[config.mk]
export PLATFORM = sky130hd
export DESIGN_NAME = s3m_pattern_event_decoder_top
export DESIGN_NICKNAME = d
export VERILOG_FILES = /design/src/s3mped_pkg.sv /design/src/s3mped_fx_map.sv /design/src/s3m_pattern_event_decoder_top.sv
export SDC_FILE = /design/constraint.sdc
export NUM_CORES = 1
export LEC_CHECK = 0
export ABC_AREA = 1
export BUFFER_PORTS_ARGS = -buffer_cell sky130_fd_sc_hd__buf_4
export CORE_UTILIZATION = 53
export DETAILED_ROUTE_END_ITERATION = 8
export PLACE_DENSITY = 0.85
export SLEW_MARGIN = 30
export SYNTH_ARGS = -nofsm -noshare
export SYNTH_HDL_FRONTEND = slang
export SYNTH_SLANG_ARGS = --single-unit
[constraint.sdc]
create_clock -name clk -period 4.3 [get_ports clk]
set_clock_uncertainty 0.1 [all_clocks]
set_input_delay 0.86 -clock clk [delete_from_list [all_inputs] [get_ports clk]]
set_output_delay 0.86 -clock clk [all_outputs]
set_load 0.05 [all_outputs]
[src/s3mped_pkg.sv]
package s3mped_pkg;

  localparam int NoteLimit      = 96;
  localparam int RowsPerPattern = 64;
  localparam int OutDataW       = 56;

  typedef enum logic [2:0] {
    PH_LEN0  = 3'd0,
    PH_LEN1  = 3'd1,
    PH_FLAG  = 3'd2,
    PH_NOTE  = 3'd3,
    PH_INSTR = 3'd4,
    PH_VOL   = 3'd5,
    PH_CMD   = 3'd6,
    PH_INFO  = 3'd7
  } phase_t;

  typedef enum logic [3:0] {
    CMD_NONE       = 4'd0,
    CMD_SPEED      = 4'd1,
    CMD_FASTSKIP   = 4'd2,
    CMD_SKIP       = 4'd3,
    CMD_SLIDEVOL   = 4'd4,
    CMD_EXTENDED   = 4'd5,
    CMD_UPSLIDE    = 4'd6,
    CMD_DOWNSLIDE  = 4'd7,
    CMD_PORTA      = 4'd8,
    CMD_VIBRATO    = 4'd9,
    CMD_ARPEGGIO   = 4'd10,
    CMD_VIBSLIDE   = 4'd11,
    CMD_PORTASLIDE = 4'd12,
    CMD_OFFSET     = 4'd13
  } cmd_t;

  typedef struct packed {
    cmd_t       cmd;
    logic [7:0] arg;
  } effect_t;

  // phase that follows done, PH_FLAG when the event is complete
  function automatic phase_t next_phase(input phase_t done, input logic [7:0] flags);
    phase_t nxt;
    if (done < PH_INSTR && flags[5]) begin
      nxt = PH_NOTE;
    end else if (done < PH_VOL && flags[6]) begin
      nxt = PH_VOL;
    end else if (done < PH_CMD && flags[7]) begin
      nxt = PH_CMD;
    end else begin
      nxt = PH_FLAG;
    end
    return nxt;
  endfunction

endpackage

[src/s3mped_fx_map.sv]
module s3mped_fx_map
  import s3mped_pkg::*;
(
  input  logic [7:0] effect_byte,
  input  logic [7:0] info,
  output effect_t    fx
);

  localparam logic [7:0] FxA = 8'd1;
  localparam logic [7:0] FxB = 8'd2;
  localparam logic [7:0] FxC = 8'd3;
  localparam logic [7:0] FxD = 8'd4;
  localparam logic [7:0] FxE = 8'd5;
  localparam logic [7:0] FxF = 8'd6;
  localparam logic [7:0] FxG = 8'd7;
  localparam logic [7:0] FxH = 8'd8;
  localparam logic [7:0] FxJ = 8'd10;
  localparam logic [7:0] FxK = 8'd11;
  localparam logic [7:0] FxL = 8'd12;
  localparam logic [7:0] FxO = 8'd15;
  localparam logic [7:0] FxS = 8'd19;
  localparam logic [7:0] FxT = 8'd20;

  logic [3:0] lo;
  logic [3:0] hi;

  assign lo = info[3:0];
  assign hi = info[7:4];

  always_comb begin
    fx.cmd = CMD_NONE;
    fx.arg = 8'd0;
    case (effect_byte)
      FxA, FxT: begin
        fx.cmd = CMD_SPEED;
        fx.arg = info;
      end
      FxB: begin
        fx.cmd = CMD_FASTSKIP;
        fx.arg = info;
      end
      FxC: begin
        fx.cmd = CMD_SKIP;
        fx.arg = info;
      end
      FxD: begin
        if (lo == 4'h0 || hi == 4'h0) begin
          fx.cmd = CMD_SLIDEVOL;
          fx.arg = info;
        end else if (hi == 4'hF) begin
          fx.cmd = CMD_EXTENDED;
          fx.arg = {4'hB, lo};
        end else if (lo == 4'hF) begin
          fx.cmd = CMD_EXTENDED;
          fx.arg = {4'hA, hi};
        end
      end
      FxE: begin
        if (hi == 4'hF) begin
          fx.cmd = CMD_EXTENDED;
          fx.arg = {4'h2, lo};
        end else if (hi != 4'hE) begin
          fx.cmd = CMD_UPSLIDE;
          fx.arg = info;
        end
      end
      FxF: begin
        if (hi == 4'hF) begin
          fx.cmd = CMD_EXTENDED;
          fx.arg = {4'h1, lo};
        end else if (hi != 4'hE) begin
          fx.cmd = CMD_DOWNSLIDE;
          fx.arg = info;
        end
      end
      FxG: begin
        fx.cmd = CMD_PORTA;
        fx.arg = info;
      end
      FxH: begin
        fx.cmd = CMD_VIBRATO;
        fx.arg = info;
      end
      FxJ: begin
        fx.cmd = CMD_ARPEGGIO;
        fx.arg = info;
      end
      FxK: begin
        fx.cmd = CMD_VIBSLIDE;
        fx.arg = info;
      end
      FxL: begin
        fx.cmd = CMD_PORTASLIDE;
        fx.arg = info;
      end
      FxO: begin
        fx.cmd = CMD_OFFSET;
        fx.arg = info;
      end
      FxS: begin
        // special commands, only some sub-effects are supported
        case (hi)
          4'h2: begin
            fx.cmd = CMD_EXTENDED;
            fx.arg = {4'h5, lo};
          end
          4'h3: begin
            fx.cmd = CMD_EXTENDED;
            fx.arg = {4'h4, lo};
          end
          4'h4: begin
            fx.cmd = CMD_EXTENDED;
            fx.arg = {4'h7, lo};
          end
          4'hB: begin
            fx.cmd = CMD_EXTENDED;
            fx.arg = {4'h6, lo};
          end
          4'hC: begin
            fx.cmd = CMD_EXTENDED;
            fx.arg = {4'hC, lo};
          end
          4'hD: begin
            fx.cmd = CMD_EXTENDED;
            fx.arg = {4'hD, lo};
          end
          4'hE: begin
            fx.cmd = CMD_EXTENDED;
            fx.arg = {4'hE, lo};
          end
          default: begin
            fx.cmd = CMD_NONE;
            fx.arg = 8'd0;
          end
        endcase
      end
      default: begin
        fx.cmd = CMD_NONE;
        fx.arg = 8'd0;
      end
    endcase
  end

endmodule

[src/s3m_pattern_event_decoder_top.sv]
// channel  dir  signals                          carries
// s_       in   s_tvalid s_tready s_tdata[7:0]    data_byte
// m_       out  m_tvalid m_tready m_tdata[55:0]   event fields
//                        m_tuser                   is_pattern_end
// cfg_     in   cfg_valid cfg_ready cfg_data[5:0] num_channels
//
// one byte per clock while nothing stalls; a byte is held in the input register,
// the parse state and result are settled from it and land in the output
// register, so a result passes the input register and then the output register.
// reset (rst, synchronous) waits for the first length byte of a pattern.
// a byte that yields a result waits in the input register only while the
// output register is full and not taken; other bytes never stall.
module s3m_pattern_event_decoder_top
  import s3mped_pkg::*;
(
  input  logic                clk,
  input  logic                rst,
  input  logic                s_tvalid,
  output logic                s_tready,
  input  logic [7:0]          s_tdata,   // data_byte
  output logic                m_tvalid,
  input  logic                m_tready,
  // row[5:0] channel[10:6] has_note[11] note[19:12] instrument[27:20]
  // volume[35:28] has_effect[36] effect_cmd[40:37] effect_arg[48:41], zero pad
  output logic [OutDataW-1:0] m_tdata,
  output logic                m_tuser,   // is_pattern_end
  input  logic                cfg_valid,
  output logic                cfg_ready,
  input  logic [5:0]          cfg_data   // num_channels
);

  logic [5:0] num_channels;

  // input register
  logic       in_valid;
  logic [7:0] in_byte;

  // parse state
  phase_t     phase, phase_next;
  logic [5:0] row_count, row_count_next;
  logic [7:0] flag_bits, flag_bits_next;
  logic [7:0] held_note, held_note_next;
  logic [7:0] held_instrument, held_instrument_next;
  logic [7:0] held_volume, held_volume_next;
  logic [7:0] held_effect_byte, held_effect_byte_next;

  logic       emit_event;
  logic       emit_end;
  logic       emit;
  logic       advance;
  logic [7:0] note_val;
  logic [6:0] row_inc;
  logic [7:0] flag_sel;
  logic [7:0] info_sel;
  logic       ch_ok;
  logic       has_fx;
  effect_t    fx;

  logic [OutDataW-1:0] res_data;

  assign cfg_ready = 1'b1;

  always_ff @(posedge clk) begin
    if (rst) begin
      num_channels <= 6'd32;
    end else if (cfg_valid) begin
      num_channels <= cfg_data;
    end
  end

  assign advance  = in_valid && (!emit || !m_tvalid || m_tready);
  assign s_tready = !in_valid || advance;

  always_ff @(posedge clk) begin
    if (rst) begin
      in_valid <= 1'b0;
    end else if (s_tready) begin
      in_valid <= s_tvalid;
    end
  end

  always_ff @(posedge clk) begin
    if (s_tready && s_tvalid) begin
      in_byte <= s_tdata;
    end
  end

  assign note_val = ({4'd0, in_byte[7:4]} * 8'd12) + {4'd0, in_byte[3:0]};
  assign row_inc  = {1'b0, row_count} + 7'd1;

  // next state
  always_comb begin
    phase_next            = phase;
    row_count_next        = row_count;
    flag_bits_next        = flag_bits;
    held_note_next        = held_note;
    held_instrument_next  = held_instrument;
    held_volume_next      = held_volume;
    held_effect_byte_next = held_effect_byte;
    emit_event            = 1'b0;
    emit_end              = 1'b0;
    case (phase)
      PH_LEN0: phase_next = PH_LEN1;
      PH_LEN1: phase_next = PH_FLAG;
      PH_FLAG: begin
        if (in_byte == 8'd0) begin
          if (row_inc >= 7'(RowsPerPattern)) begin
            row_count_next = 6'd0;
            phase_next     = PH_LEN0;
            emit_end       = 1'b1;
          end else begin
            row_count_next = row_inc[5:0];
          end
        end else begin
          flag_bits_next = in_byte;
          phase_next     = next_phase(PH_FLAG, in_byte);
          emit_event     = (phase_next == PH_FLAG);
        end
      end
      PH_NOTE: begin
        held_note_next = (note_val >= 8'(NoteLimit)) ? 8'hFF : note_val;
        phase_next     = PH_INSTR;
      end
      PH_INSTR: begin
        held_instrument_next = in_byte;
        phase_next           = next_phase(PH_INSTR, flag_bits);
        emit_event           = (phase_next == PH_FLAG);
      end
      PH_VOL: begin
        held_volume_next = ((in_byte > 8'h40) ? 8'h40 : in_byte) + 8'h10;
        phase_next       = next_phase(PH_VOL, flag_bits);
        emit_event       = (phase_next == PH_FLAG);
      end
      PH_CMD: begin
        held_effect_byte_next = in_byte;
        phase_next            = PH_INFO;
      end
      PH_INFO: begin
        phase_next = PH_FLAG;
        emit_event = 1'b1;
      end
      default: phase_next = PH_LEN0;
    endcase
  end

  always_ff @(posedge clk) begin
    if (rst) begin
      phase            <= PH_LEN0;
      row_count        <= 6'd0;
      flag_bits        <= 8'd0;
      held_note        <= 8'd0;
      held_instrument  <= 8'd0;
      held_volume      <= 8'd0;
      held_effect_byte <= 8'd0;
    end else if (advance) begin
      phase            <= phase_next;
      row_count        <= row_count_next;
      flag_bits        <= flag_bits_next;
      held_note        <= held_note_next;
      held_instrument  <= held_instrument_next;
      held_volume      <= held_volume_next;
      held_effect_byte <= held_effect_byte_next;
    end
  end

  // event fields, built from the state as it stands after this byte
  assign flag_sel = flag_bits_next;
  assign info_sel = (phase == PH_INFO) ? in_byte : 8'd0;
  assign ch_ok    = {1'b0, flag_sel[4:0]} < num_channels;
  assign has_fx   = flag_sel[7] && (held_effect_byte_next != 8'hFF);
  assign emit     = emit_end || (emit_event && ch_ok);

  s3mped_fx_map u_fx_map (
    .effect_byte (held_effect_byte_next),
    .info        (info_sel),
    .fx          (fx)
  );

  // result outputs
  always_comb begin
    res_data = '0;
    if (!emit_end) begin
      res_data[5:0]   = row_count;
      res_data[10:6]  = flag_sel[4:0];
      res_data[11]    = flag_sel[5];
      res_data[19:12] = flag_sel[5] ? held_note_next : 8'hFF;
      res_data[27:20] = flag_sel[5] ? held_instrument_next : 8'd0;
      res_data[35:28] = flag_sel[6] ? held_volume_next : 8'hFF;
      res_data[36]    = has_fx;
      res_data[40:37] = has_fx ? fx.cmd : CMD_NONE;
      res_data[48:41] = has_fx ? fx.arg : 8'd0;
    end
  end

  always_ff @(posedge clk) begin
    if (rst) begin
      m_tvalid <= 1'b0;
    end else if (advance && emit) begin
      m_tvalid <= 1'b1;
    end else if (m_tready) begin
      m_tvalid <= 1'b0;
    end
  end

  always_ff @(posedge clk) begin
    if (advance && emit) begin
      m_tdata <= res_data;
      m_tuser <= emit_end;
    end
  end

endmodule

== Word level (Yosys, flattened, before mapping) ==
Cells that the tools add are included.
W data, S select, Z words.

* Register bits: 115
* Input port bits: 19
* Output and inout port bits: 60
* Word-level logic and storage cells: 125

* Add/sub/neg operators: 3
* $mul: 1
* Magnitude comparators: 4
* Eq/ne operators: 36
* Multiplexer cells: 40
* Bitwise gates (word level): 2
* Reductions and logical operators: 24

{| class="wikitable"
|+ Operators by type and width
! kind !! count
|-
| $pmux W12 S13 || 1
|-
| $mux W8 || 11
|-
| $pmux W11 S7 || 1
|-
| $mux W12 || 4
|-
| $eq A8 B4 Y1 const B || 5
|-
| $mux W11 || 3
|-
| $mux W3 || 11
|-
| $eq A8 B3 Y1 const B || 4
|-
| $eq A4 B4 Y1 const B || 6
|-
| $pmux W3 S7 || 1
|-
| $eq A8 B2 Y1 const B || 2
|-
| $eq A8 B5 Y1 const B || 2
|-
| $eq A3 B2 Y1 const B || 5
|-
| $eq A3 B3 Y1 const B || 4
|-
| $add A8 B4 Y8 || 1
|-
| $add A8 B5 Y8 const B || 1
|-
| $eq A4 B2 Y1 const B || 2
|-
| $eq A8 B1 Y1 const B || 1
|-
| $ge A8 B7 Y1 const B || 1
|-
| $gt A8 B7 Y1 const B || 1
|-
| $logic_not A4 Y1 || 2
|-
| $logic_not A8 Y1 || 1
|-
| $ne A8 B8 Y1 const B || 1
|-
| $reduce_or A2 Y1 || 4
|-
| other kinds (19) || 35
|}

== Logic depth before layout (Yosys ltp) ==
* Depth after elaboration: 16
* Mapped depth: 23
* Depth with buffers taken out: 22

== Cells and area by module ==
From an unflattened synthesis, not the netlist that was laid out.

* Cell total of the unflattened synthesis: 882
* Area, all modules: 6,642.6 um^2

{| class="wikitable"
|+ By module, submodules not included
! module !! instances !! cells each !! area an instance (um^2)
|-
| s3m_pattern_event_decoder_top || 1 || 667 || 5,647.9
|-
| s3mped_fx_map || 1 || 215 || 994.7
|}

== Worst setup path before layout ==
Ideal clock, no wire load.

* Path type: flip-flop to flip-flop
* Start point: register in_byte[6]
* End point: register m_tdata[0] (enable)
* Data arrival time: 3,895 ps
* Path slack: -99 ps
* Stages on the path, launching flop included: 23
* Buffers on the path: 1
* Clock period less this slack: 4,399 ps
* Cells stage by stage: edfxtp_1 -> inv_1 -> ha_1 -> nand2_1 -> inv_1 -> nand3_1 -> nand2_1 -> inv_2 -> or2_2 -> o21ai_0 -> inv_1 -> ha_1 -> nand2_1 -> o21ai_0 -> a31oi_1 -> nand2_1 -> nand2_2 -> nand2_4 -> nand2_2 -> inv_2 -> buf_2 -> nand2_1 -> inv_1

{| class="wikitable"
|+ RTL lines
! what !! RTL line !! source
|-
| from (decl) || s3m_pattern_event_decoder_top.sv:36 || <nowiki>logic [7:0] in_byte;</nowiki>
|-
| from (signal assigned) || s3m_pattern_event_decoder_top.sv:84 || <nowiki>in_byte <= s_tdata;</nowiki>
|-
| $logic_not A8 Y1 * || s3m_pattern_event_decoder_top.sv:106 || <nowiki>if (in_byte == 8'd0) begin</nowiki>
|-
| $mux W8 * || s3m_pattern_event_decoder_top.sv:106 ||
|-
| $mux W8 * || s3m_pattern_event_decoder_top.sv:102 || <nowiki>case (phase)</nowiki>
|-
| via flag_bits_next[4] || s3m_pattern_event_decoder_top.sv:41 || <nowiki>logic [7:0] flag_bits, flag_bits_next;</nowiki>
|-
| $lt A5 B6 Y1 * || s3m_pattern_event_decoder_top.sv:169 || <nowiki>assign ch_ok = {1'b0, flag_sel[4:0]} < num_channels;</nowiki>
|-
| $logic_and A1 B1 Y1 * || s3m_pattern_event_decoder_top.sv:171 || <nowiki>assign emit = emit_end || (emit_event && ch_ok);</nowiki>
|-
| $logic_or A1 B1 Y1 * || s3m_pattern_event_decoder_top.sv:171 ||
|-
| $logic_not A1 Y1 || s3m_pattern_event_decoder_top.sv:71 || <nowiki>assign advance = in_valid && (!emit || !m_tvalid || m_tready);</nowiki>
|-
| $logic_or A1 B1 Y1 (2 in a row) || s3m_pattern_event_decoder_top.sv:71 ||
|-
| $logic_and A1 B1 Y1 || s3m_pattern_event_decoder_top.sv:71 ||
|-
| $logic_and A1 B1 Y1 * || s3m_pattern_event_decoder_top.sv:206 || <nowiki>if (advance && emit) begin</nowiki>
|-
| to (signal assigned) || s3m_pattern_event_decoder_top.sv:207 || <nowiki>m_tdata <= res_data;</nowiki>
|-
| to (decl) || s3m_pattern_event_decoder_top.sv:25 || <nowiki>output logic [OutDataW-1:0] m_tdata,</nowiki>
|}

The timed path passes the listed nets; every way through them passes the cells marked *. The select of a mux whose other input is x is not followed.
A chain may end at the register's enable or synchronous reset.

== Worst setup path in the final report ==
* Start point: register in_byte[6]
* End point: output port s_tready

{| class="wikitable"
|+ RTL lines
! what !! RTL line !! source
|-
| $logic_not A8 Y1 || s3m_pattern_event_decoder_top.sv:106 ||
|-
| $mux W8 || s3m_pattern_event_decoder_top.sv:106 ||
|-
| $mux W8 || s3m_pattern_event_decoder_top.sv:102 ||
|-
| via flag_bits_next[4] || s3m_pattern_event_decoder_top.sv:41 ||
|-
| $lt A5 B6 Y1 || s3m_pattern_event_decoder_top.sv:169 ||
|-
| $logic_and A1 B1 Y1 || s3m_pattern_event_decoder_top.sv:171 ||
|-
| $logic_or A1 B1 Y1 || s3m_pattern_event_decoder_top.sv:171 ||
|-
| $logic_not A1 Y1 || s3m_pattern_event_decoder_top.sv:71 ||
|-
| $logic_or A1 B1 Y1 (2 in a row) || s3m_pattern_event_decoder_top.sv:71 ||
|-
| $logic_and A1 B1 Y1 || s3m_pattern_event_decoder_top.sv:71 ||
|-
| $logic_or A1 B1 Y1 || s3m_pattern_event_decoder_top.sv:72 || <nowiki>assign s_tready = !in_valid || advance;</nowiki>
|-
| to (decl) || s3m_pattern_event_decoder_top.sv:19 || <nowiki>output logic s_tready,</nowiki>
|}

The timed path passes the listed nets, and every way through them passes these cells. The select of a mux whose other input is x is not followed.

==> out/metrics.yaml <==
sequentialPowerShare: 0.383
crit_required_ns: 3.34
ys_ff_latch: 115
ys_top_cells_by_count: "nand2_1 (182), nor2_1 (168), inv_1 (84), edfxtp_1 (58), dfxtp_1 (57)"
finalHoldViolCount: 0
ctsHtreeMaxLevel: 4
total_power_mw: 3.20
viasPerCell: 5.51
timing.final.ws_setup_ns: 0.174
ys_types: 48
yosys-top-cells-area: "edfxtp_1 (27%), dfxtp_1 (18%), nand2_1 (11%)"
die_w_um: 112
finish.cell_count_without_fillers: 1079
pwr_density_cell_nw_per_um2: 411
ir_drop_v: 0.000341
wl_per_cell_um: 14.5
outcome: "finished, violations left"
critPathCaptureType: "output pin"
clockBufferDepth: 2
netlist_area_um2: 6430
synth-edff-count: 58
gr-total-overflow: 0
cts_tree: "yes"
layout.nets: 962
fmax_mhz: 242
pre_cts_slack_ns: 0.423
synth-seq-area-share: 0.449
dp_hpwl_um: 10400
power.switching_mw: 0.791
holdCritStartpoint: "num_channels[1]"
p_comb_frac: 0.122
drive_gt1_frac: 0.189
slew_headroom: 0.527
clkSinkCount: 115
fin_crit_ns: 4.13
multi_input_area_um2: 3000
antenna_found_initial: 0
crit_start: "in_byte[6]"
area_growth_syn_to_layout_pct: 21.0
synthMostInstantiatedCell: "nand2_1"
p_leak_nw: 3.48
die-area_um2: 12600
clk_pin_slew_worst_paths_ns: 0.05
yosysTopAreaCell: "edfxtp_1"
core_area_um2: 11600
placed_area_um2: 7060
grt_pass1_vias: 5505
drcViolationCount: 2
synth.top_cell.area_share: 0.271
start_util: 0.553
hold_path_class: "reg -> reg"
wirelength_um: 15600
syn_avg_cell_area_um2: 7.63
critPathKind: "reg -> out"
cp.arrival_ns: 3.17
slew_violations: 0
cap_violations: 0
synth_warnings: 0
switching_share: 0.247
stdcell_area_um2: 7780
drtIter0Drc: 484
grt_max_degree: 61
p_clk_frac: 0.496
n_fill_cell: 901
drt_pass1_iterations: 7
path_max_fanout: 7
io_pins: 79
setup_violations: 0
root_buffer: "clkbuf_16"
cp-start-kind: "flop"
ys.flop_type: "edfxtp_1"
dpl.cell_count: 1042
failed_checks: "design-rule violations"
internal-power_mw: 2.41
die_h_um: 112
diodes: 0
insertion_delay_ns: 0.41
cts_buffers: 17
synthArstFlopShare: 0
grt.total_usage: 0.257
finalCritPeriodShare: 0.960
timing.rr.start: "in_byte[6]"
syn_inst: 842
io_buffers: 70
seq_area_um2: 2880
grt_first_pass_wirelength_um: 25600
num_rows: 39
vias: 5947
postRouteAntennaNets: 0
gp_congestion: 0.922
tightest_slew_ns: 0.707
## kinds of logic after synthesis
kind of cell             Yosys count  share of synthesized area
AND/OR/NAND/NOR                  437                      0.292
multiplexers                       1                    0.00156
flip-flops                       115                      0.449
XOR/XNOR                           9                     0.0123
AO/OA/AOI/OAI                    127                      0.113
other                              2                    0.00117
adder cells (fa/ha/maj)           20                     0.0413
buffers and inverters            131                     0.0901
## stage by stage
| stage | TNS [ns] | hold WS (ns) | util |
|---|---|---|---|
| final | 0 | 0.375 | 0.670 |
| after global routing | -0.0167 | 0.403 | 0.670 |
| after CTS | 0 | 0.370 | 0.665 |
| after detailed placement | 0 | 0.362 | 0.608 |
| after global placement | 0 | 0.356 | 0.608 |
| after floorplan | 0 | 0.340 | - |
## state kept, by name, indices dropped and copies added (netlist names)
register / cells
flag_bits: 8
held_effect_byte: 8
held_instrument: 8
held_note: 8
held_volume: 8
in_byte: 8
in_valid: 1
m_tdata: 49
m_tuser: 1
m_tvalid: 1
num_channels: 6
phase: 3
row_count: 6
## layout by cell type, fill, tap and decap left out, types with 3 or more instances in the layout
cell type   synthesis  routed
nand2_2             5       5
buf_4               9      89
nand4_1             9       9
o21ai_0            52      48
nand3_1            36      35
nand3_2             5       6
edfxtp_1           58      58
ha_1               18      17
a21oi_1            36      36
dfxtp_1            57      57
nor3_1              4       4
o22ai_1             6       6
nor2_2              9       9
o21ai_2             4       6
inv_2               8       9
o21ai_1             8      10
clkinvlp_4          0       3
conb_1              2       8
nand2_1           182     182
xnor2_1             4       4
a21oi_2             6       6
o31ai_1             6       6
xor2_1              5       5
or2_2               6       6
clkbuf_16           0      17
nor2_1            168     168
nand2_4             3       3
nand3b_1            3       3
inv_1              84      82
bufinv_16           0       6
clkinv_1            4       6
## path summary, 6_finish.rpt
| kind | slack, ns | endpoint | cells past startpoint |
|---|---|---|---|
| setup / recovery | 0.17 | s_tready | 18 |
| hold / removal | 0.37 | num_channels[1] | 2 |
| setup reg to reg | 0.58 | held_instrument[0] | 23 |
| hold reg to reg | 0.37 | num_channels[1] | 2 |
## area by class of cell
cell class / count / area share
timing repair buffer: 90 / 0.0874
multi-input combinational: 602 / 0.386
sequential: 115 / 0.371
tap: 143 / 0.0230
clock inverter: 14 / 0.0301
clock buffer: 18 / 0.0552
inverter: 97 / 0.0475
## routing by layer
metal,track usage,up-vias,wire [um]
met5,0,-,0
met4,0.126,0,588
met3,0.0475,56,1160
met2,0.446,311,7690
met1,0.307,2707,6220
li1,-,2873,-
## worst max-delay path, cell delays in order, from the launching register on
cell and delay (ns):
edfxtp_1 0.39, inv_1 0.11, ha_2 0.22, nand2_1 0.07, inv_1 0.08, nand3_1 0.08, nand2_1 0.10, inv_2 0.07
or2_2 0.28, o21ai_2 0.08, inv_1 0.10, ha_1 0.29, nand2_1 0.10, o21ai_1 0.10, a31oi_1 0.18, nand2_1 0.09
nand2_2 0.11, nand3_2 0.11, buf_6 0.19
## power by group through the flow
stage / clock network, mW / registers (mW) / logic, mW
after floorplan: 0 / 1.27 / 0.266
after global placement: 0 / 1.24 / 0.362
after detailed placement: 0 / 1.25 / 0.371
after CTS: 1.59 / 1.22 / 0.380
after global routing: 1.65 / 1.23 / 0.430
final: 1.59 / 1.22 / 0.389
## repair_timing
action                     4_1_cts  5_1_grt
resized for setup                1        9
setup endpoints to repair        1        1
hold buffers                     0        0
setup buffers                    1        4
hold endpoints to repair         0        0
pin swaps                        0        0
(Power assumes the default switching activity.)
